--- src/rtl/core/bc3_block_texel_decoder_macros.svh ---
// ----------------------------------------------------------------------------
// BC3 texel decoder assertion macros
// Clocked on clk, disabled while arst_n is low.
// ----------------------------------------------------------------------------
`ifndef BC3_BLOCK_TEXEL_DECODER_MACROS_SVH
`define BC3_BLOCK_TEXEL_DECODER_MACROS_SVH

// same-cycle implication
`define BC3_ASSERT_NOW(label, ante, cons, msg) \
	label: assert property (@(posedge clk) disable iff (!arst_n) (ante) |-> (cons)) \
		else $error(msg);

// next-cycle implication
`define BC3_ASSERT_NEXT(label, ante, cons, msg) \
	label: assert property (@(posedge clk) disable iff (!arst_n) (ante) |=> (cons)) \
		else $error(msg);

`endif

--- src/rtl/core/bc3_pkg.sv ---
// ----------------------------------------------------------------------------
// bc3_pkg
// Word types, mode codes and arithmetic helpers for the BC3 texel decoder.
// ----------------------------------------------------------------------------
package bc3_pkg;

	localparam int NUM_TEXELS = 16;

	typedef struct packed {
		logic [7:0]  alpha_end_a;
		logic [7:0]  alpha_end_b;
		logic [47:0] alpha_codes;
		logic [15:0] color_end_a;
		logic [15:0] color_end_b;
		logic [31:0] color_codes;
	} block_t;

	typedef struct packed {
		logic [3:0] texel_index;
		logic [7:0] alpha_out;
		logic [7:0] red_out;
		logic [7:0] green_out;
		logic [7:0] blue_out;
		logic       last_texel;
	} texel_t;

	// how stage 2 finishes the alpha value
	typedef enum logic [1:0] {
		AMODE_DIRECT = 2'd0,
		AMODE_DIV5   = 2'd1,
		AMODE_DIV7   = 2'd2
	} amode_t;

	localparam logic [7:0] EXPAND5 [32] = '{
		8'd0,   8'd8,   8'd16,  8'd24,  8'd32,  8'd40,  8'd48,  8'd56,
		8'd65,  8'd73,  8'd81,  8'd89,  8'd100, 8'd108, 8'd118, 8'd125,
		8'd135, 8'd143, 8'd152, 8'd162, 8'd170, 8'd178, 8'd186, 8'd194,
		8'd202, 8'd210, 8'd217, 8'd225, 8'd232, 8'd240, 8'd246, 8'd255
	};

	function automatic logic [7:0] expand5(input logic [4:0] v);
		return EXPAND5[v];
	endfunction

	// x <= 1785: floor(x * 2341 / 2^14) == floor(x / 7)
	function automatic logic [7:0] div7(input logic [10:0] x);
		logic [22:0] p;
		p = {12'd0, x} * 23'd2341;
		return p[21:14];
	endfunction

	// x <= 1275: floor(x * 3277 / 2^14) == floor(x / 5)
	function automatic logic [7:0] div5(input logic [10:0] x);
		logic [22:0] p;
		p = {12'd0, x} * 23'd3277;
		return p[21:14];
	endfunction

	// x <= 93: floor(x * 171 / 2^9) == floor(x / 3)
	function automatic logic [4:0] div3(input logic [6:0] x);
		logic [14:0] p;
		p = {8'd0, x} * 15'd171;
		return p[13:9];
	endfunction

endpackage

--- src/rtl/core/bc3_block_texel_decoder.sv ---
// ----------------------------------------------------------------------------
// bc3_block_texel_decoder
// Decodes one BC3 compressed 4x4 block into 16 ARGB texels.
// ----------------------------------------------------------------------------
// Usage:
//   Input: drive block and raise start; the word is taken at a clock edge
//   with start high and busy low.
//   Output: valid strobes for one cycle per texel with texel carrying the
//   word. Texels come in row-major order, one per cycle, the last one with
//   last_texel set. The receiver cannot stall; results must be taken.
//   Config: cfg_we with cfg_data writes use_alpha (reset value 1); write
//   only while no block is in flight.
//   Path: a taken block is held in the block register; each texel then
//   passes the stage 1 register and the stage 2 output register.
//   Throughput: set by the single texel lane that decodes one texel a
//   cycle. busy drops during the cycle the lane works on texel 15, so the
//   next block is taken then and its texels follow without a gap.
//   Reset: arst_n clears the pipeline; use_alpha returns to 1.
// ----------------------------------------------------------------------------
`include "bc3_block_texel_decoder_macros.svh"

module bc3_block_texel_decoder (
	input  logic            clk,
	input  logic            arst_n,
	input  logic            start,
	output logic            busy,
	input  bc3_pkg::block_t block,
	input  logic            cfg_we,
	input  logic            cfg_data,
	output logic            valid,
	output bc3_pkg::texel_t texel
);

	// block register and texel counter
	bc3_pkg::block_t block_q;
	logic [3:0]      idx_q;
	logic            active_q;
	logic            use_alpha_q;
	logic            accept;

	// stage 1: weighted sums
	logic             valid_s1;
	logic [3:0]       idx_s1;
	logic [10:0]      asum_s1;
	bc3_pkg::amode_t  amode_s1;
	logic [6:0]       rsum_s1, gsum_s1, bsum_s1;
	logic             cdiv_s1;

	// stage 2: output register
	logic             valid_s2;
	bc3_pkg::texel_t  texel_s2;

	assign busy   = active_q && (idx_q != 4'd15);
	assign accept = start && !busy;

	always_ff @(posedge clk or negedge arst_n) begin
		if (!arst_n) begin
			use_alpha_q <= 1'b1;
		end else if (cfg_we) begin
			use_alpha_q <= cfg_data;
		end
	end

	always_ff @(posedge clk or negedge arst_n) begin
		if (!arst_n) begin
			active_q <= 1'b0;
			idx_q    <= 4'd0;
		end else if (accept) begin
			active_q <= 1'b1;
			idx_q    <= 4'd0;
		end else if (active_q) begin
			idx_q <= idx_q + 4'd1;
			if (idx_q == 4'd15) begin
				active_q <= 1'b0;
			end
		end
	end

	always_ff @(posedge clk) begin
		if (accept) begin
			block_q <= block;
		end
	end

	// ---- stage 1 logic ----
	logic [15:0][2:0] acodes;
	logic [15:0][1:0] ccodes;
	logic [2:0]       ac;
	logic [1:0]       cc;
	logic [2:0]       wa, wb;
	logic [10:0]      asum;
	bc3_pkg::amode_t  amode;

	assign acodes = block_q.alpha_codes;
	assign ccodes = block_q.color_codes;
	assign ac     = acodes[idx_q];
	assign cc     = ccodes[idx_q];

	function automatic logic [6:0] mix_sum(input logic [4:0] a, input logic [4:0] b,
	                                       input logic [1:0] code);
		logic [6:0] r;
		case (code)
			2'd0:    r = {2'd0, a};
			2'd1:    r = {2'd0, b};
			2'd2:    r = {1'b0, a, 1'b0} + {2'd0, b};
			2'd3:    r = {2'd0, a} + {1'b0, b, 1'b0};
			default: r = 7'd0;
		endcase
		return r;
	endfunction

	always_comb begin
		wa    = 3'd0;
		wb    = 3'd0;
		asum  = 11'd0;
		amode = bc3_pkg::AMODE_DIRECT;
		if (!use_alpha_q) begin
			asum = 11'd255;
		end else if (ac == 3'd0) begin
			asum = {3'd0, block_q.alpha_end_a};
		end else if (ac == 3'd1) begin
			asum = {3'd0, block_q.alpha_end_b};
		end else if (block_q.alpha_end_a <= block_q.alpha_end_b) begin
			// six-step mode
			if (ac == 3'd6) begin
				asum = 11'd0;
			end else if (ac == 3'd7) begin
				asum = 11'd255;
			end else begin
				wa    = 3'd6 - ac;
				wb    = ac - 3'd1;
				asum  = 11'(wa) * 11'(block_q.alpha_end_a)
				      + 11'(wb) * 11'(block_q.alpha_end_b);
				amode = bc3_pkg::AMODE_DIV5;
			end
		end else begin
			wa    = 3'd0 - ac; // 8 - code, modulo 8
			wb    = ac - 3'd1;
			asum  = 11'(wa) * 11'(block_q.alpha_end_a)
			      + 11'(wb) * 11'(block_q.alpha_end_b);
			amode = bc3_pkg::AMODE_DIV7;
		end
	end

	always_ff @(posedge clk or negedge arst_n) begin
		if (!arst_n) begin
			valid_s1 <= 1'b0;
		end else begin
			valid_s1 <= active_q;
		end
	end

	always_ff @(posedge clk) begin
		if (active_q) begin
			idx_s1   <= idx_q;
			asum_s1  <= asum;
			amode_s1 <= amode;
			rsum_s1  <= mix_sum(block_q.color_end_a[15:11], block_q.color_end_b[15:11], cc);
			gsum_s1  <= mix_sum(block_q.color_end_a[10:6], block_q.color_end_b[10:6], cc);
			bsum_s1  <= mix_sum(block_q.color_end_a[4:0], block_q.color_end_b[4:0], cc);
			cdiv_s1  <= cc[1];
		end
	end

	// ---- stage 2 logic ----
	logic [7:0] alpha_val;
	logic [4:0] r5, g5, b5;

	always_comb begin
		case (amode_s1)
			bc3_pkg::AMODE_DIRECT: alpha_val = asum_s1[7:0];
			bc3_pkg::AMODE_DIV5:   alpha_val = bc3_pkg::div5(asum_s1);
			bc3_pkg::AMODE_DIV7:   alpha_val = bc3_pkg::div7(asum_s1);
			default:               alpha_val = 8'd0;
		endcase
	end

	assign r5 = cdiv_s1 ? bc3_pkg::div3(rsum_s1) : rsum_s1[4:0];
	assign g5 = cdiv_s1 ? bc3_pkg::div3(gsum_s1) : gsum_s1[4:0];
	assign b5 = cdiv_s1 ? bc3_pkg::div3(bsum_s1) : bsum_s1[4:0];

	always_ff @(posedge clk or negedge arst_n) begin
		if (!arst_n) begin
			valid_s2 <= 1'b0;
		end else begin
			valid_s2 <= valid_s1;
		end
	end

	always_ff @(posedge clk) begin
		if (valid_s1) begin
			texel_s2.texel_index <= idx_s1;
			texel_s2.alpha_out   <= alpha_val;
			texel_s2.red_out     <= bc3_pkg::expand5(r5);
			texel_s2.green_out   <= bc3_pkg::expand5(g5);
			texel_s2.blue_out    <= bc3_pkg::expand5(b5);
			texel_s2.last_texel  <= (idx_s1 == 4'd15);
		end
	end

	assign valid = valid_s2;
	assign texel = texel_s2;

	// ---- assertions ----
	`BC3_ASSERT_NEXT(a_accept_starts, accept, active_q && (idx_q == 4'd0), "block not started")
	`BC3_ASSERT_NOW(a_busy_active, busy, active_q, "busy without active block")
	`BC3_ASSERT_NEXT(a_texel_seq, valid && (texel.texel_index != 4'd15), valid && (texel.texel_index == $past(texel.texel_index) + 4'd1), "texel sequence broken")
	`BC3_ASSERT_NOW(a_last_flag, valid, texel.last_texel == (texel.texel_index == 4'd15), "last flag mismatch")

endmodule
--- config.mk ---
export PLATFORM = sky130hd
export DESIGN_NAME = bc3_block_texel_decoder
export DESIGN_NICKNAME = d
export VERILOG_FILES = /design/src/rtl/core/bc3_pkg.sv /design/src/rtl/core/bc3_block_texel_decoder.sv
export VERILOG_INCLUDE_DIRS = /design/src /design/src/rtl/core
export SDC_FILE = /design/constraint.sdc
export NUM_CORES = 1
export LEC_CHECK = 0
export BUFFER_PORTS_ARGS = -buffer_cell sky130_fd_sc_hd__buf_4
export CAP_MARGIN = 10
export CORE_ASPECT_RATIO = 0.75
export CORE_UTILIZATION = 37
export DETAILED_ROUTE_END_ITERATION = 16
export REMOVE_ABC_BUFFERS = 1
export SLEW_MARGIN = 30
export SYNTH_ARGS = -nofsm -noshare
export SYNTH_HDL_FRONTEND = slang
export SYNTH_SLANG_ARGS = --single-unit
--- constraint.sdc ---
create_clock -name clk -period 7.05 [get_ports clk]
set_input_delay 1.0575 -clock clk [delete_from_list [all_inputs] [get_ports clk]]
set_output_delay 1.0575 -clock clk [all_outputs]
set_load 0.02 [all_outputs]
* Word-level counts from Yosys, hierarchy flattened
Memory sizes are Yosys's and may differ from the RTL's. A register that Yosys moved wholly into a read port is not among the register bits.
Cells that the tools add are included.
** Word-level totals
- Register bits :: 188
- Bits in read-only memories :: 768
- Input bits :: 133
- Output and inout port bits :: 39
- Logic and storage cells :: 97
- Memories :: 3
** Memories
- (no name shown) :: depth 32, bits a word 8, rd ports 1, clocked after memory_dff 1, write ports 0, RTL line bc3_pkg.sv:42 : return EXPAND5[v];
- (no name shown) :: depth 32, bits a word 8, rd ports 1, clocked after memory_dff 1, write ports 0, RTL line bc3_pkg.sv:42
- (no name shown) :: depth 32, bits a word 8, rd ports 1, clocked after memory_dff 1, write ports 0, RTL line bc3_pkg.sv:42
** Operators by class
- Add/sub/neg operators :: 12
- Multiply operators :: 8
- Order comparisons :: 2
- Equal/unequal tests :: 11
- Muxes and demuxes :: 24
- Bitwise operators :: 5
- Reductions and logical operators :: 9
** Operators by type and width (count)
- $pmux 7 s4 :: 3
- $mul 11x12->22 const B :: 2
- $mul 7x8->14 const B :: 3
- $mul 3x8->11 :: 3
- $mux 11 :: 3
- $pmux 8 s3 :: 1
- $add 11x11->11 :: 2
- $add 5x6->7 :: 3
- $add 6x5->7 :: 3
- $not 5->6 :: 3
- $mux 8 :: 2
- $mux 5 :: 3
- $bmux 3 s4 :: 1
- $bmux 2 s4 :: 1
- $eq 4x4->1 const B :: 2
- $le 8x8->1 :: 1
- $mux 4 :: 2
- $eq 2x2->1 const B :: 3
- $eq 3x3->1 const B :: 2
- $lt 4x5->1 const B :: 1
- $mux 1 :: 5
- $reduce_or 5->1 :: 1
- $add 4x1->4 const B :: 1
- $eq 2x1->1 const B :: 2
- 14 further kinds :: 18

* Logic depth before layout (Yosys ltp)
Gate-level depths: netlist (run 1).
- Depth after elaboration :: 10
- Depth in mapped cells :: 26

* Least setup slack after synthesis (run 1)
Ideal clock, no wire load.
- Kind :: register to register
- Start :: register idx_q[0]
- End :: register asum_s1[10] (data pin)
- Arrival :: 6031 ps
- Setup slack :: 763 ps
- Cell stages (with the launch flop) :: 27
- Path buffers :: 2
- Clock period less this slack :: 6287 ps
- Cell sequence :: dfrtp_1 buf_6 buf_4 mux4_2 mux4_2 inv_2 ha_1 ha_1 nand2b_1 fa_1 inv_1 ha_1 a21o_1 a21oi_1 o21ai_0 a21oi_1 nor2b_1 o21ai_0 nand2b_1 xnor2_1 fa_1 inv_1 ha_1 a21o_1 a31oi_1 xnor2_1 a22o_1
** On the way
- Cells in the longest elaborated chain, start to end :: 8
- Elaborated cells on any way between the ends :: 18
** RTL lines
- start: declaration :: RTL line bc3_block_texel_decoder.sv:36 : logic [3:0] idx_q;
- start signal: assignment :: RTL line bc3_block_texel_decoder.sv:72 : idx_q <= idx_q + 4'd1;
- $bmux 3 s4 * :: RTL line bc3_block_texel_decoder.sv:96 : assign ac = acodes[idx_q];
- $mux 3 (not written as such) * :: RTL line bc3_block_texel_decoder.sv:96
- $sub 3x3->3 or $sub 3x1->3 (tied branches) :: RTL line bc3_block_texel_decoder.sv:130, bc3_block_texel_decoder.sv:131, bc3_block_texel_decoder.sv:138
- $mul 3x8->11, on equally long branches :: RTL line bc3_block_texel_decoder.sv:132, bc3_block_texel_decoder.sv:133, bc3_block_texel_decoder.sv:140
- $add 11x11->11 :: RTL line bc3_block_texel_decoder.sv:133 : + 11'(wb) * 11'(block_q.alpha_end_b);
- $mux 11 :: RTL line bc3_block_texel_decoder.sv:127 : end else if (ac == 3'd7) begin
- $mux 11 :: RTL line bc3_block_texel_decoder.sv:125 : if (ac == 3'd6) begin
- $mux 11 :: RTL line bc3_block_texel_decoder.sv:123 : end else if (block_q.alpha_end_a <= block_q.alpha_end_b) begin
- end signal: assignment :: RTL line bc3_block_texel_decoder.sv:156 : asum_s1 <= asum;
- end: declaration :: RTL line bc3_block_texel_decoder.sv:44 : logic [10:0] asum_s1;
Mark *: on every way between the ends. The rest lies on a longest branch, timed or not. The select of a mux whose other input is x is not followed.
A chain may end at the register's enable or synchronous reset.

* Final worst setup path (run 1)
- Start :: register idx_q[0]
- End :: register asum_s1[9] (data pin)
The elaborated chain is that of the path after synthesis.

==> metrics.log, run 1 <==
[metrics] TritonCTS clock tree: done
[metrics] growth of design area from synthesis to finish: 15.1%
[metrics] endpoints failing setup: 0
[metrics] Worst Path Required: 7.34 ns
[metrics] flop and latch count out of synthesis: 210
[metrics] dominant synthesized flop cell: sky130_fd_sc_hd__edfxtp_1
[metrics] type of the tightest min-delay check: in -> async
[metrics] global route overflow: 0
[metrics] maximum root-to-sink buffer count: 3
[metrics] worst slew margin relative to its limit: 41.7%
[metrics] share of cells above drive strength 1: about 15%
[metrics] Tightest Pin Transition: roughly 0.9 ns
[metrics] CP endpoint kind: flip-flop
[metrics] CTS buffer count: 25
[metrics] slack of the worst reg-to-reg path: 0.48 ns
[metrics] via count of the routed design: ~12000
[metrics] total DRC errors in the routed layout: 6
[metrics] CTS clk-pin slew, worst paths: ~0.06 ns
[metrics] Area after DPL: 20600 um^2
[metrics] highest net fanout along the worst path: 15
[metrics] remaining antenna violation count after routing: 0
[metrics] number of instances in the synthesized netlist: 1615
[metrics] Detailed Route Iter0 Violations: around 540
[metrics] number of fill cells: approximately 4500
[metrics] number of cell instances on the worst register-to-register path: 23
[metrics] Global Route Usage Sum: 16.2%
[metrics] clock net sink count: 210
[metrics] width of the die: about 260 um
[metrics] reg-to-reg startpoint: idx_q[0]$_DFFE_PN0P_
[metrics] y dimension of the die: around 200 um
[metrics] number of warnings printed during yosys synthesis: 0
[metrics] async set-reset flop share out of synthesis: 3.81%
[metrics] Sum Neg Setup Slack: 0 ns
[metrics] startpoint type of the worst setup path: flip-flop
[metrics] count of final hold-check violations: 0
[metrics] maximum number of pins on one net before global-route repair: 70
[metrics] capture point of the worst reg-to-reg path: asum_s1[9]$_SDFFCE_PP0P_
[metrics] placeable core area: 49100 um^2
[metrics] die area: slightly above 50000 um^2
[metrics] storage element area: 6280 um^2
[metrics] starting density of the core: 37.8%
[metrics] worst-skew pair later-pin latency: 0.55 ns
[metrics] path type of the worst setup path: reg -> reg
[metrics] arrival time worst endpoint: around 6.9 ns
[metrics] worst setup timing slack at the placement stage: between 0.3 and 0.4 ns
[metrics] routed vias/inst: 5.05
[metrics] total inserted antenna cells: 0
[metrics] count of unique library cells instantiated by Yosys: 81
[metrics] commonest non-fill, non-tap cell in the layout: sky130_fd_sc_hd__ha_1
[metrics] setup slack after layout: 0.476 ns
[metrics] sequential-to-total area share from yosys stat: 33.7%
[metrics] number of placed I/O pins: 172
[metrics] Clock H-tree levels: 1
[metrics] final weighted congestion in routability-driven placement: around 0.85
[metrics] sum of net half-perimeters after detailed placement: 32.2 mm
[metrics] worst clock skew: roughly 0.013 ns
[metrics] CTS Hold Bufs: 0
[metrics] total standard cell area after synthesis: 18600 um^2
[metrics] multi-input combinational cell area: 11200 um^2
[metrics] number of buffers inserted by port buffering: between 150 and 200
[metrics] sum of routed wire length over all layers: 40.4 mm
[metrics] first drt pass iteration count: 11
[metrics] count of standard-cell rows: 70
[metrics] Peak Freq: between 150 and 200 MHz
[metrics] MaxCap Viol Count: 0
[metrics] outcome: finished, violations left
[metrics] number of nets in the finished design: 2350
[metrics] final critical-path required period: 6.57 ns
[metrics] failing checks: design-rule violations
[metrics] Final Hold Slack: 0.338 ns
[metrics] wire length of the first global-routing pass: 66.3 mm
[metrics] number of enable flip-flop cells after synthesis: 202
[metrics] RSZ-0062 raised after global routing: false
[metrics] post-DR wirelength/cell: ~16 um
[metrics] mean instance size in the synthesized netlist: about 12 um^2
[metrics] final count of pins violating max slew: 0
[metrics] most frequent cells in the layout: sky130_fd_sc_hd__ha_1, sky130_fd_sc_hd__inv_1, sky130_fd_sc_hd__edfxtp_1
[metrics] number of global-route vias before repair: 12700
[metrics] cell area after layout: 21400 um^2
[metrics] post-route fraction of the period consumed by the critical path: 93.2%
[metrics] clock root buffer: sky130_fd_sc_hd__clkbuf_16
[metrics] antenna violations before repair: 1
state kept, by name, summed over array words and instances, names as in the netlist:
| name | cells |
|---|---|
| valid_s1 | 1 |
| asum_s1 | 11 |
| acodes | 48 |
| ccodes | 32 |
| idx_s1 | 4 |
| active_q | 1 |
| use_alpha_q | 1 |
| rsum_s1 | 7 |
| block_q | 46 |
| gsum_s1 | 7 |
| amode_s1 | 2 |
| idx_q | 4 |
| bsum_s1 | 7 |
| valid | 1 |
| cdiv_s1 | 1 |
| texel | 37 |
worst max-delay path, cell delays in order, from the launching register on:
cell                       delay, ns
sky130_fd_sc_hd__dfrtp_2        0.47
sky130_fd_sc_hd__mux4_2         0.53
sky130_fd_sc_hd__mux4_2         0.66
sky130_fd_sc_hd__inv_2          0.22
sky130_fd_sc_hd__ha_1           0.18
sky130_fd_sc_hd__ha_1           0.14
sky130_fd_sc_hd__buf_4          0.21
sky130_fd_sc_hd__nor2b_1        0.09
sky130_fd_sc_hd__fa_1           0.54
sky130_fd_sc_hd__ha_1           0.18
sky130_fd_sc_hd__inv_1          0.06
sky130_fd_sc_hd__fa_1           0.39
sky130_fd_sc_hd__nor2b_1        0.12
sky130_fd_sc_hd__o21ai_0        0.11
sky130_fd_sc_hd__a21boi_0       0.25
sky130_fd_sc_hd__o21ai_0        0.14
sky130_fd_sc_hd__nor2b_1        0.16
sky130_fd_sc_hd__xnor2_1        0.34
sky130_fd_sc_hd__fa_1           0.49
sky130_fd_sc_hd__ha_1           0.36
sky130_fd_sc_hd__a21oi_1        0.15
sky130_fd_sc_hd__o21ai_0        0.11
sky130_fd_sc_hd__xor2_1         0.17
sky130_fd_sc_hd__a22o_1         0.24
through the flow:
step	instances	util [%]
2_1_floorplan	1578	-
3_3_place_gp	2405	41.9
3_5_place_dp	2405	41.9
4_1_cts	2448	43.5
5_1_grt	2450	43.5
6_report	2450	43.5
cell families after synthesis:
logic type / synth area share (%)
buf+inv: 5.92
other cells: 0.0202
simple gates: 7.92
fa+ha+maj: 33.8
compound gates: 9.67
mux: 5.65
flops: 33.7
xor+xnor: 3.30
area by class of cell:
| class | instances | share of cell area [%] |
|---|---|---|
| Sequential cell | 210 | 29.3 |
| Multi-Input combinational cell | 1123 | 52.5 |
| Clock inverter | 15 | 0.713 |
| Timing Repair Buffer | 181 | 6.39 |
| Clock buffer | 28 | 2.98 |
| Inverter | 245 | 4.30 |
| Tap cell | 648 | 3.79 |
cells in the mapped netlist, types with 5 or more instances:
cell                        number  area [um^2]
sky130_fd_sc_hd__mux4_2         20          450
sky130_fd_sc_hd__a21oi_1        57          285
sky130_fd_sc_hd__nor2b_1        18          113
sky130_fd_sc_hd__o211ai_1       14          105
sky130_fd_sc_hd__a21o_1         35          263
sky130_fd_sc_hd__edfxtp_1      202         6070
sky130_fd_sc_hd__and2_1         17          106
sky130_fd_sc_hd__nor3_1         24          120
sky130_fd_sc_hd__nor4_1          6         37.5
sky130_fd_sc_hd__a211oi_1       14          105
sky130_fd_sc_hd__nand3_1        19         95.1
sky130_fd_sc_hd__o21ai_1         9         45.0
sky130_fd_sc_hd__dfrtp_1         7          175
sky130_fd_sc_hd__nor2_1         53          199
sky130_fd_sc_hd__nand2b_1       30          188
sky130_fd_sc_hd__ha_1          315         3940
sky130_fd_sc_hd__mux4_1         11          289
sky130_fd_sc_hd__and3_1         15         93.8
sky130_fd_sc_hd__mux2_2          8         90.1
sky130_fd_sc_hd__nand4_1        12         75.1
sky130_fd_sc_hd__xor2_1         28          245
sky130_fd_sc_hd__o21ai_0        49          245
sky130_fd_sc_hd__mux2i_1        22          220
sky130_fd_sc_hd__fa_1          116         2320
sky130_fd_sc_hd__a2111oi_0       5         43.8
sky130_fd_sc_hd__inv_1         242          908
sky130_fd_sc_hd__a211o_1         7         61.3
sky130_fd_sc_hd__o22ai_1         6         37.5
sky130_fd_sc_hd__o21bai_1        7         52.6
sky130_fd_sc_hd__buf_2           9         45.0
sky130_fd_sc_hd__a31oi_1        10         62.6
sky130_fd_sc_hd__o311ai_1        7         61.3
sky130_fd_sc_hd__nand2_1        77          289
sky130_fd_sc_hd__clkbuf_1       23         86.3
sky130_fd_sc_hd__xnor2_1        42          368
sky130_fd_sc_hd__o21a_1         11         82.6
worst max-delay path by stage:
stage / startpoint / end / slack [ns] / cells after the start
after global placement: idx_q[0]$_DFFE_PN0P_ / asum_s1[9]$_SDFFCE_PP0P_ / 0.41 / 23
after CTS: idx_q[0]$_DFFE_PN0P_ / asum_s1[9]$_SDFFCE_PP0P_ / 0.32 / 23
after global routing: idx_q[0]$_DFFE_PN0P_ / asum_s1[10]$_SDFFCE_PP0P_ / 0.06 / 24
after floorplan: idx_q[0]$_DFFE_PN0P_ / asum_s1[10]$_SDFFCE_PP0P_ / 0.32 / 24
after detailed placement: idx_q[0]$_DFFE_PN0P_ / asum_s1[9]$_SDFFCE_PP0P_ / 0.35 / 23
final: idx_q[0]$_DFFE_PN0P_ / asum_s1[9]$_SDFFCE_PP0P_ / 0.48 / 23
per-layer routing:
layer | routed length [um] | part of all wire [%] | global-route usage (%) | vias up
met5 | 12 | 0.030 | 0 | -
met4 | 456 | 1.1 | 2.23 | 2
met3 | 2300 | 5.7 | 3.72 | 37
met2 | 17400 | 43 | 24.9 | 241
met1 | 20200 | 50 | 23.6 | 5987
li1 | - | - | - | 6107
timing repair:
item,in CTS,in global routing
setup buffers,0,0
endpoints found under the hold margin,0,0
endpoints found under the setup margin,0,2
gates resized for setup,0,1
Power of run 1 is left out: the tool's default activity adds up to more than one toggle a clock period on the data nets, which glitch-free logic cannot reach.
==> inputs of run 2 (changes only) <==
- CORE_ASPECT_RATIO: 0.75 -> not set
- CORE_UTILIZATION: 37 -> 45
- PLACE_DENSITY: not set -> 0.66
- clock period: 7.05 -> 5.5 ns (I/O delays scaled with it)
==> metrics.log, run 2 (synthesis results as in run 1) <==
[metrics] sum of routed wire length over all layers: about 38 mm
[metrics] routed vias/inst: 5.25
[metrics] RSZ-0062 raised after global routing: true
[metrics] clock root buffer: sky130_fd_sc_hd__clkbuf_16
[metrics] die area: between 40000 and 50000 um^2
[metrics] worst setup timing slack at the placement stage: -0.653 ns
[metrics] worst slew margin relative to its limit: 45.4%
[metrics] sum of net half-perimeters after detailed placement: 30.5 mm
[metrics] placeable core area: 40800 um^2
[metrics] top metal layer carrying routed signals: met4
[metrics] Final Hold Slack: between 0.1 and 0.15 ns
[metrics] startpoint type of the worst setup path: flip-flop
[metrics] growth of design area from synthesis to finish: 19.9%
[metrics] post-route fraction of the period consumed by the critical path: 105%
[metrics] Detailed Route Iter0 Violations: 513
[metrics] y dimension of the die: 205 um
[metrics] Tightest Pin Transition: 0.808 ns
[metrics] MaxCap Viol Count: 0
[metrics] number of nets in the finished design: about 2400
[metrics] antenna violations before repair: 0
[metrics] final standard cell utilization of the core: a little over half
[metrics] worst clock skew: 0.0185 ns
[metrics] TritonCTS clock tree: done
[metrics] total DRC errors in the routed layout: 0
[metrics] arrival time worst endpoint: about 6 ns
[metrics] routed wire length on met3: 2.19 mm
[metrics] global route overflow: 0
[metrics] post-DR wirelength/cell: 15.8 um
[metrics] count of final hold-check violations: 0
[metrics] met2 wire length: 17.8 mm
[metrics] Global Route Usage Sum: 18.6%
[metrics] total inserted antenna cells: 0
[metrics] starting density of the core: 45.5%
[metrics] wire length of the first global-routing pass: 62.8 mm
[metrics] width of the die: ~210 um
[metrics] Worst Path Required: 5.78 ns
[metrics] endpoints failing setup: 6
[metrics] first drt pass iteration count: 4
[metrics] capture point of the worst reg-to-reg path: asum_s1[10]$_SDFFCE_PP0P_
[metrics] CTS Hold Bufs: 0
[metrics] final critical-path required period: 5.76 ns
[metrics] via count of the routed design: 12600
[metrics] worst-skew pair later-pin latency: 0.54 ns
[metrics] final weighted congestion in routability-driven placement: 0.865
[metrics] slack of the worst reg-to-reg path: -0.26 ns
[metrics] highest net fanout along the worst path: 5
[metrics] number of buffers inserted by port buffering: 169
[metrics] final count of pins violating max slew: 0
[metrics] Peak Freq: 173 MHz
[metrics] CTS buffer count: 24
[metrics] failing checks: negative setup slack
[metrics] CTS clk-pin slew, worst paths: about 0.060 ns
[metrics] maximum number of pins on one net before global-route repair: 80
[metrics] CP endpoint kind: flip-flop
[metrics] outcome: finished, violations left
[metrics] number of placed I/O pins: 172
[metrics] path type of the worst setup path: reg -> reg
[metrics] count of standard-cell rows: 74
[metrics] number of fill cells: 3386
[metrics] Clock H-tree levels: 1
[metrics] maximum root-to-sink buffer count: 3
[metrics] max reg flops: 48
[metrics] number of cell instances on the worst register-to-register path: 25
[metrics] remaining antenna violation count after routing: 0
[metrics] clock net sink count: between 200 and 250
[metrics] most frequent cells in the layout: sky130_fd_sc_hd__ha_1, sky130_fd_sc_hd__buf_4, sky130_fd_sc_hd__inv_1
[metrics] reg-to-reg startpoint: idx_q[0]$_DFFE_PN0P_
[metrics] setup slack after layout: -0.264 ns
[metrics] type of the tightest min-delay check: in -> async
[metrics] number of global-route vias before repair: 12800
[metrics] M1 WL: 17.5 mm
[metrics] share of cells above drive strength 1: around 22%
[metrics] commonest non-fill, non-tap cell in the layout: sky130_fd_sc_hd__ha_1
-- run 2: changes by cell type in the layout (fill, tap and decap cells not counted), sizes merged --
cell	previous run	this run
bufinv	2	1
inv	246	245
clkinvlp	0	5
buf	180	256
clkinv	12	9
-- run 2: how the worst max path moves through the flow --
stage                               startpoint                         to  cells after the start  slack [ns]
after floorplan           idx_q[0]$_DFFE_PN0P_  asum_s1[10]$_SDFFCE_PP0P_                     24       -1.23
after global placement    idx_q[0]$_DFFE_PN0P_  asum_s1[10]$_SDFFCE_PP0P_                     25       -0.62
after detailed placement  idx_q[0]$_DFFE_PN0P_  asum_s1[10]$_SDFFCE_PP0P_                     21       -0.65
after CTS                 idx_q[0]$_DFFE_PN0P_  asum_s1[10]$_SDFFCE_PP0P_                     26       -0.21
after global routing      idx_q[0]$_DFFE_PN0P_  asum_s1[10]$_SDFFCE_PP0P_                     25       -0.48
final                     idx_q[0]$_DFFE_PN0P_  asum_s1[10]$_SDFFCE_PP0P_                     25       -0.26
-- run 2: routing by layer --
layer  track usage (%)  vias up
met1              25.1     6083
met3              3.66       54
met2              30.8      256
met4              4.34        0
li1                  -     6253
met5                 0        -
-- run 2: repair_timing --
item | in CTS | in global routing
setup endpoints to repair | 7 | 12
cloned | 1 | 0
gates resized for setup | 66 | 31
setup buffers | 6 | 8
pin swaps | 43 | 38
-- run 2: final cells by class --
type                    count  area, um^2  area share (%)
repair buffers            256        2010            9.03
flip-flops and latches    210        6280            28.2
clock inverters            15         143           0.640
clock buffers              29         629            2.82
multi-input cells        1123       11600            52.2
well taps                 532         666            2.99
inverters                 245         923            4.14
-- run 2: per-stage QoR --
step,instance area (um^2),TNS [ns],instances
detailed placement,20900,-3.32,2352
CTS,22000,-0.712,2402
global route,22300,-2.33,2410
floorplan,18400,-6.12,1578
global placement,20900,-2.52,2352
finish,22300,-0.961,2410
-- run 2: critical path, stage by stage, from the launching register on --
cell                       delay, ns
sky130_fd_sc_hd__dfrtp_2        0.41
sky130_fd_sc_hd__buf_12         0.13
sky130_fd_sc_hd__mux4_2         0.49
sky130_fd_sc_hd__mux4_2         0.50
sky130_fd_sc_hd__inv_2          0.10
sky130_fd_sc_hd__ha_4           0.14
sky130_fd_sc_hd__ha_4           0.20
sky130_fd_sc_hd__nand2b_4       0.13
sky130_fd_sc_hd__fa_1           0.51
sky130_fd_sc_hd__inv_1          0.05
sky130_fd_sc_hd__ha_1           0.27
sky130_fd_sc_hd__a21o_1         0.20
sky130_fd_sc_hd__a21oi_2        0.18
sky130_fd_sc_hd__o21ai_2        0.07
sky130_fd_sc_hd__a21oi_2        0.20
sky130_fd_sc_hd__nor2b_1        0.07
sky130_fd_sc_hd__o21ai_1        0.12
sky130_fd_sc_hd__nand2b_1       0.10
sky130_fd_sc_hd__xnor2_2        0.16
sky130_fd_sc_hd__fa_1           0.56
sky130_fd_sc_hd__inv_2          0.05
sky130_fd_sc_hd__ha_4           0.21
sky130_fd_sc_hd__a21o_1         0.15
sky130_fd_sc_hd__a31oi_1        0.17
sky130_fd_sc_hd__xnor2_1        0.10
sky130_fd_sc_hd__a22o_1         0.22
Power of run 2 is left out for the same reason.
